**config.mk**
```make
export PLATFORM = sky130hd
export DESIGN_NAME = software_timer_bank_flat
export DESIGN_NICKNAME = d
export VERILOG_FILES = /design/src/hdl/sw_tmr_pkg.sv /design/src/hdl/sw_tmr_if.sv /design/src/hdl/sw_tmr_fifo.sv /design/src/hdl/sw_tmr_front.sv /design/src/hdl/sw_tmr_back.sv /design/src/hdl/software_timer_bank.sv /design/src/flat_wrapper.sv
export SDC_FILE = /design/constraint.sdc
export NUM_CORES = 2
export LEC_CHECK = 0
export ABC_AREA = 1
export BUFFER_PORTS_ARGS = -buffer_cell sky130_fd_sc_hd__buf_2
export CORE_AREA = 5 5 463 465
export CTS_CLUSTER_SIZE = 25
export DETAILED_ROUTE_END_ITERATION = 6
export DIE_AREA = 0 0 468 470
export SLEW_MARGIN = 10
export SYNTH_ARGS = -nofsm -noshare
export SYNTH_HDL_FRONTEND = slang
export SYNTH_HIERARCHICAL = 1
export SYNTH_SLANG_ARGS = --single-unit
```
**constraint.sdc**
```tcl
create_clock -name clk -period 8.6 [get_ports clk]
set_clock_uncertainty 0.15 [all_clocks]
set_input_delay 1.29 -clock clk [delete_from_list [all_inputs] [get_ports clk]]
set_output_delay 1.29 -clock clk [all_outputs]
set_load 0.01 [all_outputs]
```
**src/hdl/sw_tmr_pkg.sv**
```systemverilog
// Shared types and codes of the software timer bank.
// No dependencies; the queue, front, back, top level and testbench import this package.
package sw_tmr_pkg;

  localparam logic [2:0] OP_CREATE = 3'd0;
  localparam logic [2:0] OP_DELETE = 3'd1;
  localparam logic [2:0] OP_START  = 3'd2;
  localparam logic [2:0] OP_STOP   = 3'd3;
  localparam logic [2:0] OP_TICK   = 3'd4;

  typedef enum logic [2:0] {
    KIND_CREATE = 3'd0,
    KIND_DELETE = 3'd1,
    KIND_START  = 3'd2,
    KIND_STOP   = 3'd3,
    KIND_EXPIRY = 3'd4,
    KIND_DONE   = 3'd5
  } kind_t;

  typedef enum logic [1:0] {
    ST_OK        = 2'd0,
    ST_NO_FREE   = 2'd1,
    ST_NOT_ALLOC = 2'd2,
    ST_RUNNING   = 2'd3
  } status_t;

  typedef enum logic [1:0] {
    BK_IDLE,
    BK_CREATE,
    BK_TICK,
    BK_DONE
  } bk_state_t;

  typedef struct packed {
    logic [2:0]  op;
    logic        periodic;
    logic [31:0] timeout;
    logic [3:0]  idx;
    logic [31:0] token;
    logic [31:0] ms;
    logic        ms_nz;
  } cmd_t;

endpackage

```
**src/hdl/sw_tmr_if.sv**
```systemverilog
// Handshake interfaces of the timer bank: command, result and configuration.
// Depends on nothing.
interface sw_tmr_in_if;
  logic        valid;
  logic        ready;
  logic [2:0]  operation;
  logic        periodic;
  logic [31:0] timeout_ms;
  logic [3:0]  timer_index;
  logic [31:0] user_token;
  logic [31:0] tick_now;
  modport source (output valid, operation, periodic, timeout_ms, timer_index, user_token,
                  tick_now, input ready);
  modport sink (input valid, operation, periodic, timeout_ms, timer_index, user_token,
                tick_now, output ready);
endinterface

interface sw_tmr_out_if;
  logic        valid;
  logic        ready;
  logic [2:0]  kind;
  logic [1:0]  status;
  logic [3:0]  entry;
  logic [31:0] token_out;
  logic        last;
  modport source (output valid, kind, status, entry, token_out, last, input ready);
  modport sink (input valid, kind, status, entry, token_out, last, output ready);
endinterface

interface sw_tmr_cfg_if;
  logic       valid;
  logic       ready;
  logic [9:0] data;
  modport source (output valid, data, input ready);
  modport sink (input valid, data, output ready);
endinterface

```
**src/hdl/sw_tmr_fifo.sv**
```systemverilog
// Two-entry command queue between the front and back of the timer bank.
// Depends on sw_tmr_pkg for the command word type.
module sw_tmr_fifo
  import sw_tmr_pkg::*;
(
  input  logic clk,
  input  logic rst_n,
  input  logic push,
  input  cmd_t push_data,
  output logic full,
  input  logic pop,
  output logic empty,
  output cmd_t head
);

  cmd_t       mem_r [2];
  logic       wp_r, rp_r;
  logic [1:0] cnt_r;

  assign full  = cnt_r == 2'd2;
  assign empty = cnt_r == 2'd0;
  assign head  = mem_r[rp_r];

  always_ff @(posedge clk) begin
    if (push) begin
      mem_r[wp_r] <= push_data;
    end
  end

  always_ff @(posedge clk) begin
    if (!rst_n) begin
      wp_r  <= 1'b0;
      rp_r  <= 1'b0;
      cnt_r <= 2'd0;
    end else begin
      if (push) wp_r <= ~wp_r;
      if (pop) rp_r <= ~rp_r;
      cnt_r <= cnt_r + {1'b0, push} - {1'b0, pop};
    end
  end

endmodule

```
**src/hdl/sw_tmr_front.sv**
```systemverilog
// Front end: accepts commands, turns tick counts into elapsed milliseconds
// and queues known operations. Depends on sw_tmr_pkg and the interfaces.
module sw_tmr_front
  import sw_tmr_pkg::*;
(
  input  logic         clk,
  input  logic         rst_n,
  sw_tmr_in_if.sink    in_if,
  sw_tmr_cfg_if.sink   cfg_if,
  input  logic         q_full,
  output logic         q_push,
  output cmd_t         q_data
);

  logic [9:0]  ms_per_tick_r;
  logic [31:0] prev_tick_r;
  logic [31:0] delta;
  logic [41:0] prod;
  logic        accept;
  logic        known;

  assign in_if.ready  = !q_full;
  assign cfg_if.ready = 1'b1;
  assign accept = in_if.valid && in_if.ready;
  assign delta  = in_if.tick_now - prev_tick_r;
  assign prod   = delta * ms_per_tick_r;

  always_comb begin
    unique case (in_if.operation) inside
      OP_CREATE, OP_DELETE, OP_START, OP_STOP, OP_TICK: known = 1'b1;
      default: known = 1'b0;
    endcase
  end

  assign q_push = accept && known;
  always_comb begin
    q_data.op       = in_if.operation;
    q_data.periodic = in_if.periodic;
    q_data.timeout  = in_if.timeout_ms;
    q_data.idx      = in_if.timer_index;
    q_data.token    = in_if.user_token;
    q_data.ms       = prod[31:0];
    q_data.ms_nz    = delta != 32'd0;
  end

  always_ff @(posedge clk) begin
    if (!rst_n) begin
      ms_per_tick_r <= 10'd1;
      prev_tick_r   <= 32'd0;
    end else begin
      if (cfg_if.valid) ms_per_tick_r <= cfg_if.data;
      if (accept && in_if.operation == OP_TICK) prev_tick_r <= in_if.tick_now;
    end
  end

endmodule

```
**src/hdl/sw_tmr_back.sv**
```systemverilog
// Back end: holds the timer entries, executes queued commands and scans
// entries for create and tick. Depends on sw_tmr_pkg and the interfaces.
module sw_tmr_back
  import sw_tmr_pkg::*;
#(
  parameter int TIMERS = 16
) (
  input  logic          clk,
  input  logic          rst_n,
  input  logic          q_empty,
  input  cmd_t          q_head,
  output logic          q_pop,
  sw_tmr_out_if.source  out_if
);

  localparam int IW = (TIMERS > 1) ? $clog2(TIMERS) : 1;

  bk_state_t   state_r, state_nxt;
  logic [IW-1:0] ptr_r, ptr_nxt, addr;
  cmd_t        cmd_r;

  logic [TIMERS-1:0] alloc_r, run_r;
  logic [31:0] rem_r [TIMERS];
  logic [31:0] rel_r [TIMERS];
  logic [31:0] tok_r [TIMERS];

  logic        out_valid_r;
  kind_t       kind_r;
  status_t     status_r;
  logic [3:0]  entry_r;
  logic [31:0] token_r;
  logic        last_r;

  logic        can_emit, emit, step, finish, ptr_last, idx_ok;
  kind_t       e_kind;
  status_t     e_status;
  logic [3:0]  e_entry;
  logic [31:0] e_token;
  logic        e_last;
  logic        w_en, n_alloc, n_run;
  logic [31:0] n_rem, n_rel, n_tok, sub;
  logic        cur_alloc, cur_run;
  logic [31:0] cur_rem, cur_rel, cur_tok;

  assign can_emit = !out_valid_r || out_if.ready;
  assign ptr_last = ptr_r == IW'(TIMERS - 1);
  assign idx_ok   = 9'(q_head.idx) < 9'(TIMERS);
  assign addr     = (state_r == BK_IDLE) ? IW'(q_head.idx) : ptr_r;
  assign cur_alloc = alloc_r[addr];
  assign cur_run   = run_r[addr];
  assign cur_rem   = rem_r[addr];
  assign cur_rel   = rel_r[addr];
  assign cur_tok   = tok_r[addr];
  assign sub = (cur_rem > cmd_r.ms) ? cur_rem - cmd_r.ms : 32'd0;

  always_comb begin
    q_pop = 1'b0; step = 1'b0; finish = 1'b0; emit = 1'b0;
    e_kind = KIND_DONE; e_status = ST_OK; e_entry = 4'd0; e_token = 32'd0; e_last = 1'b1;
    w_en = 1'b0; n_alloc = cur_alloc; n_run = cur_run;
    n_rem = cur_rem; n_rel = cur_rel; n_tok = cur_tok;
    unique case (state_r)
      BK_IDLE: begin
        if (!q_empty && can_emit) begin
          q_pop   = 1'b1;
          e_entry = q_head.idx;
          case (q_head.op)
            OP_DELETE: begin
              emit = 1'b1; e_kind = KIND_DELETE;
              if (!(idx_ok && cur_alloc)) begin
                e_status = ST_NOT_ALLOC;
              end else begin
                w_en = 1'b1; n_alloc = 1'b0; n_run = 1'b0;
              end
            end
            OP_START: begin
              emit = 1'b1; e_kind = KIND_START;
              if (!(idx_ok && cur_alloc)) begin
                e_status = ST_NOT_ALLOC;
              end else if (cur_run) begin
                e_status = ST_RUNNING;
              end else begin
                w_en = 1'b1; n_run = 1'b1; n_tok = q_head.token;
                if (q_head.timeout != 32'd0) begin
                  n_rem = q_head.timeout;
                  if (cur_rel != 32'd0) n_rel = q_head.timeout;
                end
              end
            end
            OP_STOP: begin
              emit = 1'b1; e_kind = KIND_STOP;
              if (!(idx_ok && cur_alloc)) begin
                e_status = ST_NOT_ALLOC;
              end else begin
                w_en = 1'b1; n_run = 1'b0; e_token = cur_tok;
              end
            end
            default: ;
          endcase
        end
      end
      BK_CREATE: begin
        e_kind = KIND_CREATE;
        if (!cur_alloc) begin
          if (can_emit) begin
            emit = 1'b1; finish = 1'b1; e_entry = 4'(ptr_r);
            w_en = 1'b1; n_alloc = 1'b1; n_run = 1'b0; n_rem = cmd_r.timeout;
            n_rel = cmd_r.periodic ? cmd_r.timeout : 32'd0; n_tok = 32'd0;
          end
        end else if (ptr_last) begin
          if (can_emit) begin
            emit = 1'b1; finish = 1'b1; e_status = ST_NO_FREE;
          end
        end else begin
          step = 1'b1;
        end
      end
      BK_TICK: begin
        if (cur_alloc && cur_run) begin
          if (sub == 32'd0) begin
            if (can_emit) begin
              step = 1'b1; emit = 1'b1; e_kind = KIND_EXPIRY; e_entry = 4'(ptr_r);
              e_token = cur_tok; e_last = 1'b0; w_en = 1'b1;
              if (cur_rel != 32'd0) begin
                n_rem = cur_rel;
              end else begin
                n_rem = 32'd0; n_alloc = 1'b0; n_run = 1'b0;
              end
            end
          end else begin
            step = 1'b1; w_en = 1'b1; n_rem = sub;
          end
        end else begin
          step = 1'b1;
        end
      end
      BK_DONE: begin
        if (can_emit) begin
          emit = 1'b1; finish = 1'b1;
        end
      end
      default: ;
    endcase
  end

  always_comb begin
    state_nxt = state_r;
    unique case (state_r)
      BK_IDLE: begin
        if (q_pop && q_head.op == OP_CREATE) state_nxt = BK_CREATE;
        else if (q_pop && q_head.op == OP_TICK) state_nxt = q_head.ms_nz ? BK_TICK : BK_DONE;
      end
      BK_CREATE: if (finish) state_nxt = BK_IDLE;
      BK_TICK:   if (step && ptr_last) state_nxt = BK_DONE;
      BK_DONE:   if (finish) state_nxt = BK_IDLE;
      default:   state_nxt = BK_IDLE;
    endcase
  end

  assign ptr_nxt = (state_r == BK_IDLE) ? '0 : (step ? ptr_r + 1'b1 : ptr_r);

  always_ff @(posedge clk) begin
    if (!rst_n) begin
      state_r     <= BK_IDLE;
      ptr_r       <= '0;
      out_valid_r <= 1'b0;
      alloc_r     <= '0;
      run_r       <= '0;
    end else begin
      state_r <= state_nxt;
      ptr_r   <= ptr_nxt;
      if (can_emit) out_valid_r <= emit;
      if (w_en) begin
        alloc_r[addr] <= n_alloc;
        run_r[addr]   <= n_run;
      end
    end
  end

  always_ff @(posedge clk) begin
    if (!rst_n) begin
      for (int i = 0; i < TIMERS; i++) begin
        rem_r[i] <= 32'd0;
        rel_r[i] <= 32'd0;
        tok_r[i] <= 32'd0;
      end
    end else if (w_en) begin
      rem_r[addr] <= n_rem;
      rel_r[addr] <= n_rel;
      tok_r[addr] <= n_tok;
    end
  end

  always_ff @(posedge clk) begin
    if (q_pop) cmd_r <= q_head;
    if (emit) begin
      kind_r   <= e_kind;
      status_r <= e_status;
      entry_r  <= e_entry;
      token_r  <= e_token;
      last_r   <= e_last;
    end
  end

  assign out_if.valid     = out_valid_r;
  assign out_if.kind      = kind_r;
  assign out_if.status    = status_r;
  assign out_if.entry     = entry_r;
  assign out_if.token_out = token_r;
  assign out_if.last      = last_r;

  a_tick_nonzero: assert property (@(posedge clk) disable iff (!rst_n)
    state_r == BK_TICK |-> cmd_r.ms_nz) else $error("tick scan without elapsed time");
  a_pop_idle: assert property (@(posedge clk) disable iff (!rst_n)
    q_pop |-> state_r == BK_IDLE && !q_empty) else $error("queue popped while busy");
  a_done_last: assert property (@(posedge clk) disable iff (!rst_n)
    out_valid_r && (kind_r == KIND_DONE) |-> last_r) else $error("tick done without last");

endmodule

```
**src/hdl/software_timer_bank.sv**
```systemverilog
// Top level of the software timer bank: front end, command queue and back end.
// Depends on sw_tmr_pkg, the interfaces, sw_tmr_front, sw_tmr_fifo, sw_tmr_back.
//
//   channel  direction  word
//   in_if    sink       operation, periodic, timeout_ms, timer_index, user_token, tick_now
//   out_if   source     kind, status, entry, token_out, last
//   cfg_if   sink       ms_per_tick
//
// Delete, start and stop are executed as they are popped. Create pops and then scans
// entries from the lowest, one per cycle, until it finds a free one or passes the last.
// Tick pops, visits every entry once, one per cycle, then emits done; when no time
// elapsed it goes straight to done. A stalled output holds the scan while a word waits.
// A two-word queue lets the front accept while the back scans or the output stalls.
// Reset is synchronous and frees and stops every entry at once.
module software_timer_bank
  import sw_tmr_pkg::*;
#(
  parameter int TIMERS = 16
) (
  input  logic          clk,
  input  logic          rst_n,
  sw_tmr_in_if.sink     in_if,
  sw_tmr_out_if.source  out_if,
  sw_tmr_cfg_if.sink    cfg_if
);

  logic q_push, q_full, q_pop, q_empty;
  cmd_t q_data, q_head;

  sw_tmr_front u_front (
    .clk(clk), .rst_n(rst_n), .in_if(in_if), .cfg_if(cfg_if),
    .q_full(q_full), .q_push(q_push), .q_data(q_data)
  );

  sw_tmr_fifo u_fifo (
    .clk(clk), .rst_n(rst_n), .push(q_push), .push_data(q_data), .full(q_full),
    .pop(q_pop), .empty(q_empty), .head(q_head)
  );

  sw_tmr_back #(.TIMERS(TIMERS)) u_back (
    .clk(clk), .rst_n(rst_n), .q_empty(q_empty), .q_head(q_head), .q_pop(q_pop),
    .out_if(out_if)
  );

endmodule

```
**src/flat_wrapper.sv**
```systemverilog
// flat-port wrapper written by rule: the top's interface ports become plain ports
module software_timer_bank_flat import sw_tmr_pkg::*;
#(
  parameter int TIMERS = 16
)
  (clk, rst_n, in_if_valid, in_if_operation, in_if_periodic, in_if_timeout_ms, in_if_timer_index, in_if_user_token, in_if_tick_now, in_if_ready, out_if_valid, out_if_kind, out_if_status, out_if_entry, out_if_token_out, out_if_last, out_if_ready, cfg_if_valid, cfg_if_data, cfg_if_ready);
  sw_tmr_in_if in_if_i ();
  sw_tmr_out_if out_if_i ();
  sw_tmr_cfg_if cfg_if_i ();
  input  logic clk;
  input  logic rst_n;
  input wire logic [$bits(in_if_i.valid)-1:0] in_if_valid;
  input wire logic [$bits(in_if_i.operation)-1:0] in_if_operation;
  input wire logic [$bits(in_if_i.periodic)-1:0] in_if_periodic;
  input wire logic [$bits(in_if_i.timeout_ms)-1:0] in_if_timeout_ms;
  input wire logic [$bits(in_if_i.timer_index)-1:0] in_if_timer_index;
  input wire logic [$bits(in_if_i.user_token)-1:0] in_if_user_token;
  input wire logic [$bits(in_if_i.tick_now)-1:0] in_if_tick_now;
  output wire logic [$bits(in_if_i.ready)-1:0] in_if_ready;
  output wire logic [$bits(out_if_i.valid)-1:0] out_if_valid;
  output wire logic [$bits(out_if_i.kind)-1:0] out_if_kind;
  output wire logic [$bits(out_if_i.status)-1:0] out_if_status;
  output wire logic [$bits(out_if_i.entry)-1:0] out_if_entry;
  output wire logic [$bits(out_if_i.token_out)-1:0] out_if_token_out;
  output wire logic [$bits(out_if_i.last)-1:0] out_if_last;
  input wire logic [$bits(out_if_i.ready)-1:0] out_if_ready;
  input wire logic [$bits(cfg_if_i.valid)-1:0] cfg_if_valid;
  input wire logic [$bits(cfg_if_i.data)-1:0] cfg_if_data;
  output wire logic [$bits(cfg_if_i.ready)-1:0] cfg_if_ready;
  assign in_if_i.valid = in_if_valid;
  assign in_if_i.operation = in_if_operation;
  assign in_if_i.periodic = in_if_periodic;
  assign in_if_i.timeout_ms = in_if_timeout_ms;
  assign in_if_i.timer_index = in_if_timer_index;
  assign in_if_i.user_token = in_if_user_token;
  assign in_if_i.tick_now = in_if_tick_now;
  assign in_if_ready = in_if_i.ready;
  assign out_if_valid = out_if_i.valid;
  assign out_if_kind = out_if_i.kind;
  assign out_if_status = out_if_i.status;
  assign out_if_entry = out_if_i.entry;
  assign out_if_token_out = out_if_i.token_out;
  assign out_if_last = out_if_i.last;
  assign out_if_i.ready = out_if_ready;
  assign cfg_if_i.valid = cfg_if_valid;
  assign cfg_if_i.data = cfg_if_data;
  assign cfg_if_ready = cfg_if_i.ready;
  software_timer_bank #(.TIMERS(TIMERS)) u_core (.clk(clk), .rst_n(rst_n), .in_if(in_if_i), .out_if(out_if_i), .cfg_if(cfg_if_i));
endmodule
```
# == Word-level counts from Yosys, hierarchy flattened ==
# Memories as Yosys holds them, arrays and structs flattened. A register that Yosys moved wholly into a read port is not among the register bits.
# Cells that the tools add are included.
# op_classes
addsub,5
n_reduce_logical,31
n_eq_ne,16
n_mux,135
magnitude_cmp,3
n_bitwise,3
n_div,0
shifts,0
mul,1
# op_table
op,n
32-bit two-way mux,36
32-bit case mux with 2 select lines,3
32-bit case mux with 3 select lines,1
32-bit nonzero test,3
32-bit OR reduction,3
32-bit subtractor,2
1-bit two-way mux,58
4-bit two-way mux,9
16-bit bitwise mux,2
32-bit > comparator,1
32-bit zero test,1
32-bit by 10-bit multiplier with 32-bit output,1
3-bit case mux with 3 select lines,2
2-bit two-way mux,8
"3-bit by 2-bit equality test with 1-bit output, second input constant",4
4-bit case mux with 3 select lines,1
1-bit logical AND,9
1-bit case mux with 3 select lines,3
1-bit binary-select mux with 4-bit select,2
1-bit case mux with 2 select lines,4
2-bit case mux with 2 select lines,2
"2-bit equality test, second input constant",3
"3-bit by 1-bit equality test with 1-bit output, second input constant",2
"3-bit equality test, second input constant",2
other kinds (23),32
# totals
memories,4
latchBits,0
ramBits,1746
in_bits,119
out_inout_bits,45
rom_bits,0
ff_bits,192
# memory_table
name,words,width,rd,rd_ports_with_merged_regs,write_ports,line,text
u_core.u_back.rel_r,16,32,1,0,16,sw_tmr_back.sv:24,logic [31:0] rel_r [TIMERS];
u_core.u_back.rem_r,16,32,1,0,16,sw_tmr_back.sv:23,logic [31:0] rem_r [TIMERS];
u_core.u_back.tok_r,16,32,1,0,16,sw_tmr_back.sv:25,logic [31:0] tok_r [TIMERS];
u_core.u_fifo.mem_r,2,105,1,1,1,sw_tmr_fifo.sv:16,cmd_t mem_r [2];

# == Longest topological paths before layout ==
# depth
ltp_word,14
mapped_depth,47
ltp_nobuf,39

# == Cells and area by module ==
# The synthesis kept the hierarchy.
# by_module_without_submodules
mod,area_each_um2,cells_per_inst,n_inst
sw_tmr_back,75608.8,6995,1
sw_tmr_front,12359.4,1749,1
sw_tmr_fifo,8052.7,360,1

# == Least setup slack after synthesis ==
# Ideal clock, no wire load.
# synth_timing
kind,input port to flip-flop
from,input out_if_ready
to,"memory u_core.u_back.rel_r[11][0], enable pin"
required_time_ps,7992
n_path_buf,1
arrival_time_ps,7831
setup_ps,458
cell_stages,11
slack_ps,162
cell_sequence,nor2_1 > nor2_1 > inv_1 > nor2_1 > inv_1 > nor4_1 > nor2_1 > nand2_4 > buf_6 > nand3_1 > nand2_1
# synth_lines
element,line,text
"start, declared",flat_wrapper.sv:26,input wire logic [$bits(out_if_i.ready)-1:0] out_if_ready;
"end, declared",sw_tmr_back.sv:24,

==> results.md <==
- Outcome: complete, no violations
- DR DRC count: 0
- Final routed wirelength across all metal layers: 326,000 µm
- Area fraction in compound gates after synthesis: 10.4%
- Num Clock Sinks: 1,939
- Clock insertion delay at the later pin of the skew report: 890 ps
- Total standard cell area after synthesis: approximately 96,000 µm²
- Quantity of I/O buffers inserted on ports: approximately 160
- CP bufs+invs: 9
- Area used by sequential logic in the layout: 57,400 µm²
- Router iterations before antenna repair: 5
- Clock root buffer: sky130_fd_sc_hd__clkbuf_16
- Antenna violations before repair: 10
- Startpoint type of the worst setup path: flip-flop
- Total of endpoints with negative setup slack in the final report: 0
- Worst hold stages: 2
- RSZ-0062 raised after global routing: no
- Top cell types by occurrence after synthesis: sky130_fd_sc_hd__nor2_1, sky130_fd_sc_hd__edfxtp_1, sky130_fd_sc_hd__nand2_1
- Area taken by multi-input logic gates: 32,700 µm²
- Dominant combinational cell family by area after synthesis: simple AND/OR/NAND/NOR gates
- Normalized max-slew margin: 16.0%
- Reg2Reg Launch Point: u_core/u_back/state_r[1]
- Primary flip-flop cell chosen by synthesis mapping: sky130_fd_sc_hd__edfxtp_1
- Number of synthesized flops with an enable pin: ~1,900
- Top-Level Pins: 164
- Starting DRC count in detailed routing: around 8,700
- Cell row count: 168
- Largest buffer count on any clock path: 3
- Starting utilization of the core area: 45.9%
- Slack of the worst reg-to-reg path: 420 ps
- Tot GR Track Use: 28.9%
- Share of the synthesized area in the top cell type: approximately 58%
- Routed wirelength normalized by instance count: 26.5 µm
- TritonCTS buffer count: 202
- Post-synth net total: 9,540
- Endpoint of the worst register-to-register path: u_core/u_back/rem_r[7][12]
- FFs w/ async S/R, synth: 0%
- Clock transition at path regs: about 60 ps
- Via Count: 72,351
- Worst-case hold slack: roughly 300 ps
- Maximum clock frequency: 122 MHz
- Number of violations of the max-capacitance limit: 0
- Cell repeated most along the worst path: sky130_fd_sc_hd__nand2_1
- Filler cells: 18,328
- Min Tclk post-route: 8180 ps
- Post-synthesis simple-gate area fraction: 15.6%
- Via count of the first global-routing pass: ~71,000
- Warning count from the yosys run: 6
- Placer Congestion: about 0.95
- Adder and majority gate portion of the synthesized area: 5.69%
- Slew @ Worst Pin: approximately 1300 ps
- HP Class: reg2reg
- Chip Height: approximately 470 µm
- Cell family with the largest share of critical-path delay: simple AND/OR/NAND/NOR gates
- Global-route congestion overflow total: 0
- Ratio of cells with drive above 1 in the final layout: 13.7%
- Cells on worst reg2reg path: 37
- Slowest library cell on the worst path: sky130_fd_sc_hd__nor2_4
- Largest cells by area after synthesis: sky130_fd_sc_hd__edfxtp_1, sky130_fd_sc_hd__nor2_1, sky130_fd_sc_hd__nand2_1
- Placeable core region: 209,000 µm²
- Vias per Instance: 5.88
- Arrival @ worst endpoint: 8670 ps
- Final layout net count: 9,762
- Startpoint of the worst hold path: u_core/u_front/prev_tick_r[6]
- Stage delay of the slowest cell on the critical path: 670 ps
- Setup Total Neg Slack: 0 ps
- Most numerous cell in the Yosys netlist: sky130_fd_sc_hd__nor2_1
- WS Path Type: reg2reg
- Unique masters post-synth: 76
- Antenna viol nets, final: 0
- Maximum level of the CTS H-tree: 4
- Post-CTS setup-driven buffer insertion count: 0
- Mux cell area share after synthesis: about 1.4%
- Final hold violation count: 0
- Sequential cell area fraction in the yosys report: 59.7%
- Number of standard cells after synthesis: approximately 9,100
- First-pass GRT wire length: approximately 470,000 µm
- Die Footprint: 220,000 µm²
- HPWL after detailed placement: 220,000 µm
- Cts repair resizes: 0
- Biggest area consumer among synthesized cells: sky130_fd_sc_hd__edfxtp_1
- Flops & latches, synth: 1,939
- Chip Width: 468 µm
- Area added between synthesis and finish: 14.9%
- Largest net degree at the start of global routing: 109
- TritonCTS clock tree: yes
- Number of slew-limit violations in the final report: 0
- Average footprint of a synthesized cell: 10.5 µm²
- Share of the synthesized netlist area taken by xor and xnor gates: 0.599%
- Hold endpoint: u_core/u_front/prev_tick_r[6]
- Top fanout value on the critical path: 45
- Final period util: a little over nine tenths
- Kind of end point of the critical path: flip-flop
- Worst EP required: just over 9000 ps
## cells in the final DEF (no fill, tap or decap), types with 38 or more instances in the layout
| master | count |
|---|---|
| sky130_fd_sc_hd__xor2_1 | 38 |
| sky130_fd_sc_hd__buf_2 | 161 |
| sky130_fd_sc_hd__o21ai_1 | 66 |
| sky130_fd_sc_hd__a21oi_1 | 281 |
| sky130_fd_sc_hd__nor2_1 | 1953 |
| sky130_fd_sc_hd__mux2_4 | 50 |
| sky130_fd_sc_hd__clkinv_1 | 56 |
| sky130_fd_sc_hd__nor3_1 | 40 |
| sky130_fd_sc_hd__dfxtp_1 | 85 |
| sky130_fd_sc_hd__o22ai_1 | 261 |
| sky130_fd_sc_hd__inv_2 | 38 |
| sky130_fd_sc_hd__buf_4 | 331 |
| sky130_fd_sc_hd__mux2_2 | 55 |
| sky130_fd_sc_hd__nand2_1 | 1259 |
| sky130_fd_sc_hd__ha_1 | 115 |
| sky130_fd_sc_hd__inv_1 | 659 |
| sky130_fd_sc_hd__a22oi_1 | 536 |
| sky130_fd_sc_hd__edfxtp_1 | 1853 |
| sky130_fd_sc_hd__fa_1 | 200 |
| sky130_fd_sc_hd__nand4_1 | 89 |
| sky130_fd_sc_hd__nand3_1 | 192 |
| sky130_fd_sc_hd__clkbuf_1 | 51 |
| sky130_fd_sc_hd__o21ai_0 | 286 |
| sky130_fd_sc_hd__clkbuf_16 | 202 |
| sky130_fd_sc_hd__buf_12 | 200 |
## worst max-delay path by stage
stage	start	to	slack [ps]	cells past startpoint
6_report	u_core/u_back/state_r[1]	u_core/u_back/rem_r[7][12]	420	37
5_1_grt	u_core/u_back/state_r[0]	u_core/u_back/rem_r[7][12]	40	37
4_1_cts	u_core/u_back/state_r[1]	u_core/u_back/rem_r[7][12]	570	37
3_5_place_dp	in_if_tick_now[0]	u_core/u_fifo/mem_r[0][30]	110	29
3_3_place_gp	in_if_tick_now[0]	u_core/u_fifo/mem_r[0][30]	290	33
2_1_floorplan	out_if_ready	u_core/u_back/rel_r[11][0]	160	11
## state kept, by name, summed over array words and instances (netlist names), 2 cells and up, named ones only
register                        flops
u_core/u_front/ms_per_tick_r       10
u_core/u_back/run_r                16
u_core/u_back/out_if.token_out     32
u_core/u_back/alloc_r              16
u_core/u_back/rel_r               512
u_core/u_fifo/cnt_r                 2
u_core/u_front/prev_tick_r         32
u_core/u_back/out_if.status         2
u_core/u_back/state_r               2
u_core/u_back/rem_r               512
u_core/u_back/out_if.kind           3
u_core/u_back/ptr_r                 4
u_core/u_fifo/mem_r               210
u_core/u_back/cmd_r                65
u_core/u_back/out_if.entry          4
u_core/u_back/tok_r               512
## per-layer routing
metal / global-route usage, % / up-vias / part of all wire [%]
li1: - / 31823 / -
met1: 39.1 / 35997 / 39
met2: 45.8 / 3869 / 47
met3: 5.46 / 658 / 9.6
met4: 12.1 / 4 / 4.6
met5: 0 / - / 0.0064
## cell type report
type / instances / share of cell area (%)
Multi-Input combinational cell: 5762 / 29.6
Sequential cell: 1939 / 52.0
Clock buffer: 254 / 4.77
Timing Repair Buffer: 692 / 6.61
Clock inverter: 118 / 1.20
Antenna cell: 9 / 0.0204
Inverter: 729 / 2.57
Tap cell: 2805 / 3.18
## stage by stage
stage / instances / cell area (µm²) / utilization (%) / worst slack [ps]
after floorplan: 9104 / 96000 / - / 162
after detailed placement: 11926 / 104000 / 49.6 / 114
after global placement: 11926 / 104000 / 49.6 / 293
after global routing: 12308 / 110000 / 52.7 / 37.6
final: 12308 / 110000 / 52.7 / 422
after CTS: 12298 / 110000 / 52.7 / 566
## repair_timing
action | 4_1_cts | 5_1_grt
hold buffers | 0 | 0
hold endpoints to repair | 0 | 0
setup endpoints to repair | 0 | 1
## worst min-delay path: cells and delay by family, from the launching register on
kind | cells | cell delay (ps)
DFF | 1 | 290
AOI/OAI and AO/OA | 1 | 60
buffers and inverters | 1 | 60
## logic make-up after synthesis
group                    count (synthesis)
AO/OA/AOI/OAI                         1569
XOR/XNOR                                61
adder cells (fa/ha/maj)                317
buffers and inverters                 1404
flip-flops                            1939
multiplexers                           105
other                                    1
AND/OR/NAND/NOR                       3708
Power is left out: the tool's default activity adds up to more than one toggle a clock period on the data nets, which glitch-free logic cannot reach.
